**src/rtl/fastload_two_wire_byte_transceiver_defines.svh**
```systemverilog
// Assertion macros used by the transceiver core.
`ifndef FASTLOAD_TWO_WIRE_BYTE_TRANSCEIVER_DEFINES_SVH
`define FASTLOAD_TWO_WIRE_BYTE_TRANSCEIVER_DEFINES_SVH

// Same-cycle implication, disabled while reset is asserted.
`define FLTX_ASSERT_IMP(lbl, clk, rst_n, ante, cons, msg) \
  lbl: assert property (@(posedge clk) disable iff (!(rst_n)) (ante) |-> (cons)) \
    else $error(msg);

// Next-cycle implication, disabled while reset is asserted.
`define FLTX_ASSERT_NXT(lbl, clk, rst_n, ante, cons, msg) \
  lbl: assert property (@(posedge clk) disable iff (!(rst_n)) (ante) |=> (cons)) \
    else $error(msg);

`endif

```
**src/rtl/fltx_pkg.sv**
```systemverilog
// Types and constants of the two-wire byte transceiver.
package fltx_pkg;

  // request codes
  localparam logic [1:0] REQ_TICK = 2'd0;
  localparam logic [1:0] REQ_SEND = 2'd1;
  localparam logic [1:0] REQ_RECV = 2'd2;

  // status codes
  localparam logic [1:0] ST_NONE  = 2'd0;
  localparam logic [1:0] ST_SENT  = 2'd1;
  localparam logic [1:0] ST_RCVD  = 2'd2;
  localparam logic [1:0] ST_ABORT = 2'd3;

  // phase codes
  localparam logic [2:0] PH_IDLE   = 3'd0;
  localparam logic [2:0] PH_RX_W1  = 3'd1;
  localparam logic [2:0] PH_RX_W2  = 3'd2;
  localparam logic [2:0] PH_RX_RUN = 3'd3;
  localparam logic [2:0] PH_TX_W1  = 3'd4;
  localparam logic [2:0] PH_TX_W2  = 3'd5;
  localparam logic [2:0] PH_TX_RUN = 3'd6;

  localparam int TICK_W = 7;

  // receive sample points and end
  localparam logic [TICK_W-1:0] RX_S1   = 7'd14;
  localparam logic [TICK_W-1:0] RX_S2   = 7'd24;
  localparam logic [TICK_W-1:0] RX_S3   = 7'd38;
  localparam logic [TICK_W-1:0] RX_S4   = 7'd48;
  localparam logic [TICK_W-1:0] RX_DONE = 7'd68;

  // transmit bit-pair points and end
  localparam logic [TICK_W-1:0] TX_B1   = 7'd14;
  localparam logic [TICK_W-1:0] TX_B2   = 7'd22;
  localparam logic [TICK_W-1:0] TX_B3   = 7'd30;
  localparam logic [TICK_W-1:0] TX_B4   = 7'd38;
  localparam logic [TICK_W-1:0] TX_DONE = 7'd48;

  typedef struct packed {
    logic [1:0] req_type;
    logic [7:0] tx_byte;
    logic       clk_level;
    logic       data_level;
    logic       atn_level;
    logic       reset_idle;
  } in_beat_t;

  typedef struct packed {
    logic       clk_drive;
    logic       data_drive;
    logic [7:0] rx_byte;
    logic [1:0] status;
    logic       busy_res;
  } result_t;

endpackage

```
**src/rtl/fltx_if.sv**
```systemverilog
// Valid/ready channel interfaces for the request and result beats.
interface fltx_in_if;
  logic       valid;
  logic       ready;
  logic [1:0] req_type;
  logic [7:0] tx_byte;
  logic       clk_level;
  logic       data_level;
  logic       atn_level;
  logic       reset_idle;

  modport source (output valid, req_type, tx_byte, clk_level, data_level,
                  atn_level, reset_idle, input ready);
  modport sink (input valid, req_type, tx_byte, clk_level, data_level,
                atn_level, reset_idle, output ready);
endinterface

interface fltx_out_if;
  logic       valid;
  logic       ready;
  logic       clk_drive;
  logic       data_drive;
  logic [7:0] rx_byte;
  logic [1:0] status;
  logic       busy_res;

  modport source (output valid, clk_drive, data_drive, rx_byte, status, busy_res,
                  input ready);
  modport sink (input valid, clk_drive, data_drive, rx_byte, status, busy_res,
                output ready);
endinterface

```
**src/rtl/fltx_core.sv**
```systemverilog
// Protocol state and per-beat next-state logic.
`include "fastload_two_wire_byte_transceiver_defines.svh"

module fltx_core (
  input  logic              clk,
  input  logic              rst_n,
  input  logic              step_en,
  input  fltx_pkg::in_beat_t beat,
  output fltx_pkg::result_t  res
);
  import fltx_pkg::*;

  logic [2:0]        phase_r, phase_nxt;
  logic [TICK_W-1:0] tick_r, tick_nxt, tick_inc;
  logic [7:0]        shift_r, shift_nxt, smp, swp;
  logic              clk_out_r, clk_out_nxt;
  logic              data_out_r, data_out_nxt;
  logic              abort_req, do_abort;
  logic [1:0]        status;
  logic [7:0]        rx;

  assign abort_req = !beat.atn_level || !beat.reset_idle;
  assign tick_inc  = tick_r + 7'd1;
  // OR in the DATA sample at bit 0 and the CLK sample at bit 2
  assign smp = shift_r | {5'b0, beat.clk_level, 1'b0, beat.data_level};
  assign swp = {smp[3:0], smp[7:4]};

  always_comb begin
    phase_nxt    = phase_r;
    tick_nxt     = tick_r;
    shift_nxt    = shift_r;
    clk_out_nxt  = clk_out_r;
    data_out_nxt = data_out_r;
    status       = ST_NONE;
    rx           = 8'd0;
    do_abort     = 1'b0;
    unique case (beat.req_type)
      REQ_SEND: begin
        if (phase_r == PH_IDLE) begin
          shift_nxt    = ~beat.tx_byte;
          tick_nxt     = '0;
          data_out_nxt = 1'b0;
          clk_out_nxt  = 1'b1;
          phase_nxt    = PH_TX_W1;
        end
      end
      REQ_RECV: begin
        if (phase_r == PH_IDLE) begin
          shift_nxt    = 8'd0;
          tick_nxt     = '0;
          clk_out_nxt  = 1'b0;
          data_out_nxt = 1'b1;
          phase_nxt    = PH_RX_W1;
        end
      end
      REQ_TICK: begin
        unique case (phase_r)
          PH_IDLE: ;
          PH_RX_W1: begin
            // DATA low ends wait 1; wait 2 then sees the same low sample
            if (beat.data_level) begin
              do_abort = abort_req;
            end else if (abort_req) begin
              do_abort = 1'b1;
            end else begin
              clk_out_nxt = 1'b1;
              phase_nxt   = PH_RX_W2;
            end
          end
          PH_RX_W2: begin
            if (!beat.data_level) begin
              do_abort = abort_req;
            end else begin
              tick_nxt  = '0;
              shift_nxt = 8'd0;
              phase_nxt = PH_RX_RUN;
            end
          end
          PH_RX_RUN: begin
            tick_nxt = tick_inc;
            if (tick_inc == RX_S1) begin
              shift_nxt = smp << 1;
            end else if (tick_inc == RX_S2) begin
              shift_nxt = swp >> 1;
            end else if (tick_inc == RX_S3) begin
              shift_nxt = smp << 1;
            end else if (tick_inc == RX_S4) begin
              shift_nxt = smp;
            end else if (tick_inc >= RX_DONE) begin
              rx        = ~shift_r;
              status    = ST_RCVD;
              phase_nxt = PH_IDLE;
              tick_nxt  = '0;
            end
          end
          PH_TX_W1: begin
            if (beat.clk_level) begin
              do_abort = abort_req;
            end else if (abort_req) begin
              do_abort = 1'b1;
            end else begin
              data_out_nxt = 1'b1;
              phase_nxt    = PH_TX_W2;
            end
          end
          PH_TX_W2: begin
            if (!beat.clk_level) begin
              do_abort = abort_req;
            end else begin
              tick_nxt  = '0;
              phase_nxt = PH_TX_RUN;
            end
          end
          PH_TX_RUN: begin
            tick_nxt = tick_inc;
            if (tick_inc == TX_B1 || tick_inc == TX_B2 ||
                tick_inc == TX_B3 || tick_inc == TX_B4) begin
              clk_out_nxt  = shift_r[0];
              data_out_nxt = shift_r[1];
              shift_nxt    = shift_r >> 2;
            end else if (tick_inc >= TX_DONE) begin
              clk_out_nxt  = 1'b1;
              data_out_nxt = 1'b1;
              status       = ST_SENT;
              phase_nxt    = PH_IDLE;
              tick_nxt     = '0;
            end
          end
          default: phase_nxt = PH_IDLE;
        endcase
      end
      default: ;
    endcase
    if (do_abort) begin
      clk_out_nxt  = 1'b1;
      data_out_nxt = 1'b1;
      phase_nxt    = PH_IDLE;
      status       = ST_ABORT;
    end
  end

  always_ff @(posedge clk) begin
    if (!rst_n) begin
      phase_r    <= PH_IDLE;
      tick_r     <= '0;
      shift_r    <= 8'd0;
      clk_out_r  <= 1'b1;
      data_out_r <= 1'b1;
    end else if (step_en) begin
      phase_r    <= phase_nxt;
      tick_r     <= tick_nxt;
      shift_r    <= shift_nxt;
      clk_out_r  <= clk_out_nxt;
      data_out_r <= data_out_nxt;
    end
  end

  assign res.clk_drive  = clk_out_nxt;
  assign res.data_drive = data_out_nxt;
  assign res.rx_byte    = rx;
  assign res.status     = status;
  assign res.busy_res   = (phase_nxt != PH_IDLE);

  `FLTX_ASSERT_IMP(a_idle_released, clk, rst_n, phase_r == PH_IDLE,
    clk_out_r && data_out_r, "lines held while idle")
  `FLTX_ASSERT_IMP(a_rx_tick_bound, clk, rst_n, phase_r == PH_RX_RUN,
    tick_r < RX_DONE, "receive tick count past end")
  `FLTX_ASSERT_IMP(a_rcvd_from_run, clk, rst_n, step_en && res.status == ST_RCVD,
    phase_r == PH_RX_RUN, "receive done outside run phase")
  `FLTX_ASSERT_NXT(a_done_goes_idle, clk, rst_n, step_en && res.status != ST_NONE,
    phase_r == PH_IDLE, "finished transfer left busy")

endmodule

```
**src/rtl/fltx_out_reg.sv**
```systemverilog
// Result register between the step logic and the result channel.
module fltx_out_reg (
  input  logic             clk,
  input  logic             rst_n,
  input  logic             in_valid,
  output logic             in_ready,
  input  fltx_pkg::result_t in_res,
  output logic             out_valid,
  input  logic             out_ready,
  output fltx_pkg::result_t out_res
);
  import fltx_pkg::*;

  logic    valid_r;
  result_t res_r;

  // take a new beat when empty or when the held one leaves this cycle
  assign in_ready  = !valid_r || out_ready;
  assign out_valid = valid_r;
  assign out_res   = res_r;

  always_ff @(posedge clk) begin
    if (!rst_n) begin
      valid_r <= 1'b0;
    end else if (in_valid && in_ready) begin
      valid_r <= 1'b1;
    end else if (out_ready) begin
      valid_r <= 1'b0;
    end
  end

  always_ff @(posedge clk) begin
    if (in_valid && in_ready) begin
      res_r <= in_res;
    end
  end

endmodule

```
**src/rtl/fastload_two_wire_byte_transceiver.sv**
```systemverilog
// Top level of the two-wire fast-loader byte transceiver.
// Every request beat (a one-microsecond tick with sampled CLK, DATA, ATN and
// bus reset levels, or a send/receive start) yields exactly one result beat
// carrying the line drives, status and busy flag. One beat is accepted per
// clock: the whole protocol step is a short decode between the state
// registers in the core and a single result register, so the result appears
// on out_ch in the cycle after acceptance. in_ch.ready drops only while a
// result sits in the output register and out_ch.ready is low.
module fastload_two_wire_byte_transceiver (
  input  logic       clk,
  input  logic       rst_n,
  fltx_in_if.sink    in_ch,
  fltx_out_if.source out_ch
);
  import fltx_pkg::*;

  in_beat_t beat;
  result_t  step_res;
  result_t  held_res;
  logic     in_ready;
  logic     step_en;

  // pack the request beat
  assign beat.req_type   = in_ch.req_type;
  assign beat.tx_byte    = in_ch.tx_byte;
  assign beat.clk_level  = in_ch.clk_level;
  assign beat.data_level = in_ch.data_level;
  assign beat.atn_level  = in_ch.atn_level;
  assign beat.reset_idle = in_ch.reset_idle;

  assign in_ch.ready = in_ready;
  // protocol state advances only on an accepted beat
  assign step_en = in_ch.valid && in_ready;

  fltx_core u_core (
    .clk     (clk),
    .rst_n   (rst_n),
    .step_en (step_en),
    .beat    (beat),
    .res     (step_res)
  );

  fltx_out_reg u_out_reg (
    .clk       (clk),
    .rst_n     (rst_n),
    .in_valid  (in_ch.valid),
    .in_ready  (in_ready),
    .in_res    (step_res),
    .out_valid (out_ch.valid),
    .out_ready (out_ch.ready),
    .out_res   (held_res)
  );

  // unpack the result beat
  assign out_ch.clk_drive  = held_res.clk_drive;
  assign out_ch.data_drive = held_res.data_drive;
  assign out_ch.rx_byte    = held_res.rx_byte;
  assign out_ch.status     = held_res.status;
  assign out_ch.busy_res   = held_res.busy_res;

endmodule

```
**src/flat_wrapper.sv**
```systemverilog
// flat-port wrapper written by rule: the top's interface ports become plain ports
module fastload_two_wire_byte_transceiver_flat import fltx_pkg::*;
  (clk, rst_n, in_ch_valid, in_ch_req_type, in_ch_tx_byte, in_ch_clk_level, in_ch_data_level, in_ch_atn_level, in_ch_reset_idle, in_ch_ready, out_ch_valid, out_ch_clk_drive, out_ch_data_drive, out_ch_rx_byte, out_ch_status, out_ch_busy_res, out_ch_ready);
  fltx_in_if in_ch_i ();
  fltx_out_if out_ch_i ();
  input  logic clk;
  input  logic rst_n;
  input wire logic [$bits(in_ch_i.valid)-1:0] in_ch_valid;
  input wire logic [$bits(in_ch_i.req_type)-1:0] in_ch_req_type;
  input wire logic [$bits(in_ch_i.tx_byte)-1:0] in_ch_tx_byte;
  input wire logic [$bits(in_ch_i.clk_level)-1:0] in_ch_clk_level;
  input wire logic [$bits(in_ch_i.data_level)-1:0] in_ch_data_level;
  input wire logic [$bits(in_ch_i.atn_level)-1:0] in_ch_atn_level;
  input wire logic [$bits(in_ch_i.reset_idle)-1:0] in_ch_reset_idle;
  output wire logic [$bits(in_ch_i.ready)-1:0] in_ch_ready;
  output wire logic [$bits(out_ch_i.valid)-1:0] out_ch_valid;
  output wire logic [$bits(out_ch_i.clk_drive)-1:0] out_ch_clk_drive;
  output wire logic [$bits(out_ch_i.data_drive)-1:0] out_ch_data_drive;
  output wire logic [$bits(out_ch_i.rx_byte)-1:0] out_ch_rx_byte;
  output wire logic [$bits(out_ch_i.status)-1:0] out_ch_status;
  output wire logic [$bits(out_ch_i.busy_res)-1:0] out_ch_busy_res;
  input wire logic [$bits(out_ch_i.ready)-1:0] out_ch_ready;
  assign in_ch_i.valid = in_ch_valid;
  assign in_ch_i.req_type = in_ch_req_type;
  assign in_ch_i.tx_byte = in_ch_tx_byte;
  assign in_ch_i.clk_level = in_ch_clk_level;
  assign in_ch_i.data_level = in_ch_data_level;
  assign in_ch_i.atn_level = in_ch_atn_level;
  assign in_ch_i.reset_idle = in_ch_reset_idle;
  assign in_ch_ready = in_ch_i.ready;
  assign out_ch_valid = out_ch_i.valid;
  assign out_ch_clk_drive = out_ch_i.clk_drive;
  assign out_ch_data_drive = out_ch_i.data_drive;
  assign out_ch_rx_byte = out_ch_i.rx_byte;
  assign out_ch_status = out_ch_i.status;
  assign out_ch_busy_res = out_ch_i.busy_res;
  assign out_ch_i.ready = out_ch_ready;
  fastload_two_wire_byte_transceiver u_core (.clk(clk), .rst_n(rst_n), .in_ch(in_ch_i), .out_ch(out_ch_i));
endmodule
```
**config.mk**
```make
export PLATFORM = sky130hd
export DESIGN_NAME = fastload_two_wire_byte_transceiver_flat
export DESIGN_NICKNAME = d
export VERILOG_FILES = /design/src/rtl/fltx_pkg.sv /design/src/rtl/fltx_if.sv /design/src/rtl/fltx_core.sv /design/src/rtl/fltx_out_reg.sv /design/src/rtl/fastload_two_wire_byte_transceiver.sv /design/src/flat_wrapper.sv
export VERILOG_INCLUDE_DIRS = /design/src /design/src/rtl
export SDC_FILE = /design/constraint.sdc
export NUM_CORES = 1
export LEC_CHECK = 0
export ABC_AREA = 1
export BUFFER_PORTS_ARGS = -buffer_cell sky130_fd_sc_hd__buf_2
export CORE_AREA = 3 3 78 80
export DETAILED_ROUTE_END_ITERATION = 6
export DIE_AREA = 0 0 81 83
export GPL_TIMING_DRIVEN = 0
export SLEW_MARGIN = 20
export SYNTH_ARGS = -nofsm -noshare
export SYNTH_HDL_FRONTEND = slang
export SYNTH_SLANG_ARGS = --single-unit
```
**constraint.sdc**
```tcl
create_clock -name clk -period 3 [get_ports clk]
set_clock_uncertainty 0.15 [all_clocks]
set_input_delay 0.3 -clock clk [delete_from_list [all_inputs] [get_ports clk]]
set_output_delay 0.3 -clock clk [all_outputs]
set_load 0.03 [all_outputs]
```
==> qor.yml <==
synth_area_um2: 2460
grt_max_degree: 22
path_clk_slew_ns: 0.07
die_h_um: 83
num_io_pins: 33
first_pass_iters: 7
holdBufCountCts: 0
ys_ff_latch: 34
timing.fmax_ghz: 0.406
ir_drop_uv: 171
critPathKind: "register to register"
routed_wl_um: 6620
hold_slack_ns: 0.155
post_cts_buffers: 0
hold_viol: 0
syn-num-nets: 396
clk_path_buf_depth: 2
hpwl_um: 5080
critPathMaxFanout: 8
drt-vias-per-instance: 5.25
final-max-slew-violation-count: 0
tritoncts: "built"
syn_area_per_cell_um2: 6.63
drc_errors: 0
required_ns: 3.07
grtUsageTotal_pct: 20.2
yosys.area.top_type: "dfxtp_1"
layout.cells.non_filler: 483
tightest_slew_ns: 0.735
holdPathEnd: "u_core.u_out_reg.out_valid"
hold_depth: 4
cp_cell_sequence: "nand2_1 -> nor2_2 -> inv_1 -> nand3_1 -> o22ai_1 -> nor2_1 -> nand2_1 -> inv_1 -> o21a_1 -> nand2_1 -> a2bb2oi_1 -> nor2_1"
nNetsFinal: 435
ys_warn_count: 0
yosysTopAreaCellShare_pct: 17.1
clock_sinks: 34
crit_arrival_ns: 2.54
cts_made_buffers: 5
cts.htree.levels: 2
max_cap_violations: 0
status: "completed"
wl_per_cell_um: 13.7
insertion_delay_ns: 0.29
syn_inst: 371
worstReg2RegEnd: "u_core.u_core.tick_r[1]"
timing.setup.tns_ns: 0
synth_area_leaders: "dfxtp_1 (17%), edfxtp_1 (16%), nand2_1 (13%)"
finalSetupViolCount: 0
slowest_delay_ns: 0.40
rsz0062_at_grt: "no"
postCtsResizedCells: 0
min_path_type: "input port to register"
placedCellCount: 475
p_leak_nw: 1.27
layout-drive-gt1-share_pct: 16.8
min_period_over_period_pct: 82.1
cpMostUsedCell: "nand2_1"
grt_overflow_total: 0
dieArea_um2: 6720
initialDrtViolationCount: 197
relSlewSlack_pct: 50.7
dr_total_vias: 2537
initial_core_util_pct: 44.9
first_global_vias: 2315
critPathLaunchType: "register"
area_delta_synth_final_pct: 13.6
row_count: 27
period_needed_ns: 2.46
worstSetupEndpointType: "register"
synth_cell_types: 36
antenna_found_initial: 0
seq_area_frac_synth_pct: 33.0
reg2reg_slack_ns: 0.54
die_width_um: 81
hold_start: "out_ch_ready"
core_um2: 5470
io_buffer_count: 32
place_congestion: 0.879
reg2reg_depth: 12
root_buffer: "clkbuf_8"
antenna_left: 0
cp_slowest_cell: "dfxtp_1"
grt_pass1_wl_um: 10900
power_density_nw_per_um2: 392
r2r-start: "u_core.u_core.phase_r[1]"
antenna_cells: 0
==> sequential cells by signal (all words and copies together) (netlist names) <==
name	count
u_core.u_out_reg.out_res	13
u_core.u_core.clk_out_r	1
u_core.u_core.data_out_r	1
u_core.u_core.tick_r	7
u_core.u_out_reg.out_valid	1
u_core.u_core.shift_r	8
u_core.u_core.phase_r	3
==> final cells by class <==
class | instances | area (µm²)
buffer | 3 | 15.0
clock buffer | 5 | 68.8
clock inverter | 3 | 16.3
fill | 593 | 2680
inverter | 48 | 181
multi-input combinational | 286 | 1450
sequential | 34 | 811
tap | 72 | 90.1
timing repair buffer | 32 | 160
==> where the power goes <==
group / total [mW] / internal (mW) / switching, mW
clock: 0.343 / 0.159 / 0.184
combinational: 0.221 / 0.0701 / 0.151
sequential: 0.531 / 0.510 / 0.0215
==> synthesized netlist by cell type <==
cell type / n
o221ai_1: 3
o21a_1: 1
inv_2: 2
dfxtp_1: 21
nor2_1: 57
o2111ai_1: 1
nand2_4: 4
nor2_2: 5
o31ai_1: 3
edfxtp_1: 13
nand2_2: 8
or2_2: 1
o21bai_1: 1
buf_4: 1
nand4_1: 7
a2bb2oi_1: 1
a21oi_1: 21
o211ai_1: 4
buf_1: 1
nor2_4: 3
o22ai_1: 4
nand3_2: 2
clkinv_1: 3
a211oi_1: 1
o21ai_2: 2
inv_1: 42
nand3b_1: 1
o21ai_1: 2
nand3_1: 19
clkinv_2: 1
nor3_1: 9
o21ai_0: 30
ha_1: 7
clkbuf_1: 1
nor3_4: 1
nand2_1: 88
==> kinds of logic (layout without fill, tap and decap cells) <==
family                   after synthesis  after routing  share of synthesized area, %
flip-flops                            34             34                          33.0
AO/OA/AOI/OAI                         74             74                          17.3
adder cells (fa/ha/maj)                7              7                          3.56
AND/OR/NAND/NOR                      205            205                          38.1
buffers and inverters                 51             91                          7.99
==> worst max-delay path by stage <==
stage | startpoint | end | slack (ns) | depth (start not counted)
floorplan | u_core.u_out_reg.out_valid | u_core.u_core.shift_r[5] | 0.80 | 7
global placement | u_core.u_core.phase_r[0] | u_core.u_core.tick_r[1] | 0.51 | 12
detailed placement | u_core.u_core.phase_r[1] | u_core.u_core.tick_r[1] | 0.57 | 12
CTS | u_core.u_core.phase_r[1] | u_core.u_core.tick_r[1] | 0.54 | 12
global route | u_core.u_core.phase_r[1] | u_core.u_core.tick_r[1] | 0.29 | 12
finish | u_core.u_core.phase_r[1] | u_core.u_core.tick_r[1] | 0.54 | 12
==> through the flow <==
step / utilization [%] / instance area (µm²) / power, mW / worst slack [ns]
after floorplan: - / 2460 / 0.694 / 0.798
after global placement: 49.5 / 2710 / 0.760 / 0.512
after detailed placement: 49.5 / 2710 / 0.761 / 0.569
after CTS: 51.1 / 2800 / 1.10 / 0.544
after global routing: 51.1 / 2800 / 1.15 / 0.291
final: 51.1 / 2800 / 1.10 / 0.537
==> per-layer routing <==
metal | track usage [%] | vias to the layer above | part of all wire (%)
met5 | 0 | - | 0
met4 | 4.92 | 0 | 1.4
met3 | 5.10 | 13 | 6.2
met2 | 32.0 | 76 | 46
met1 | 27.1 | 1140 | 46
li1 | - | 1308 | -
==> placed cells by master, fill, tap and decap left out, drive strengths merged, types with 3 or more instances in the layout <==
master and instances:
a21oi 21, o221ai 3, o31ai 3, o22ai 4, inv 44, clkbuf 6, clkinv 6, nand2 100
o21ai 34, ha 7, dfxtp 21, buf 34, o211ai 4, edfxtp 13, nand3 21, nor3 10
nor2 65, nand4 7
==> critical path: cells and delay by family (launching register included) <==
kind / cells / cell delay, ns
flops: 1 / 0.40
simple gates: 7 / 1.03
buf+inv: 2 / 0.36
compound gates: 3 / 0.46
No activity file was read; power rests on OpenSTA's default activity.
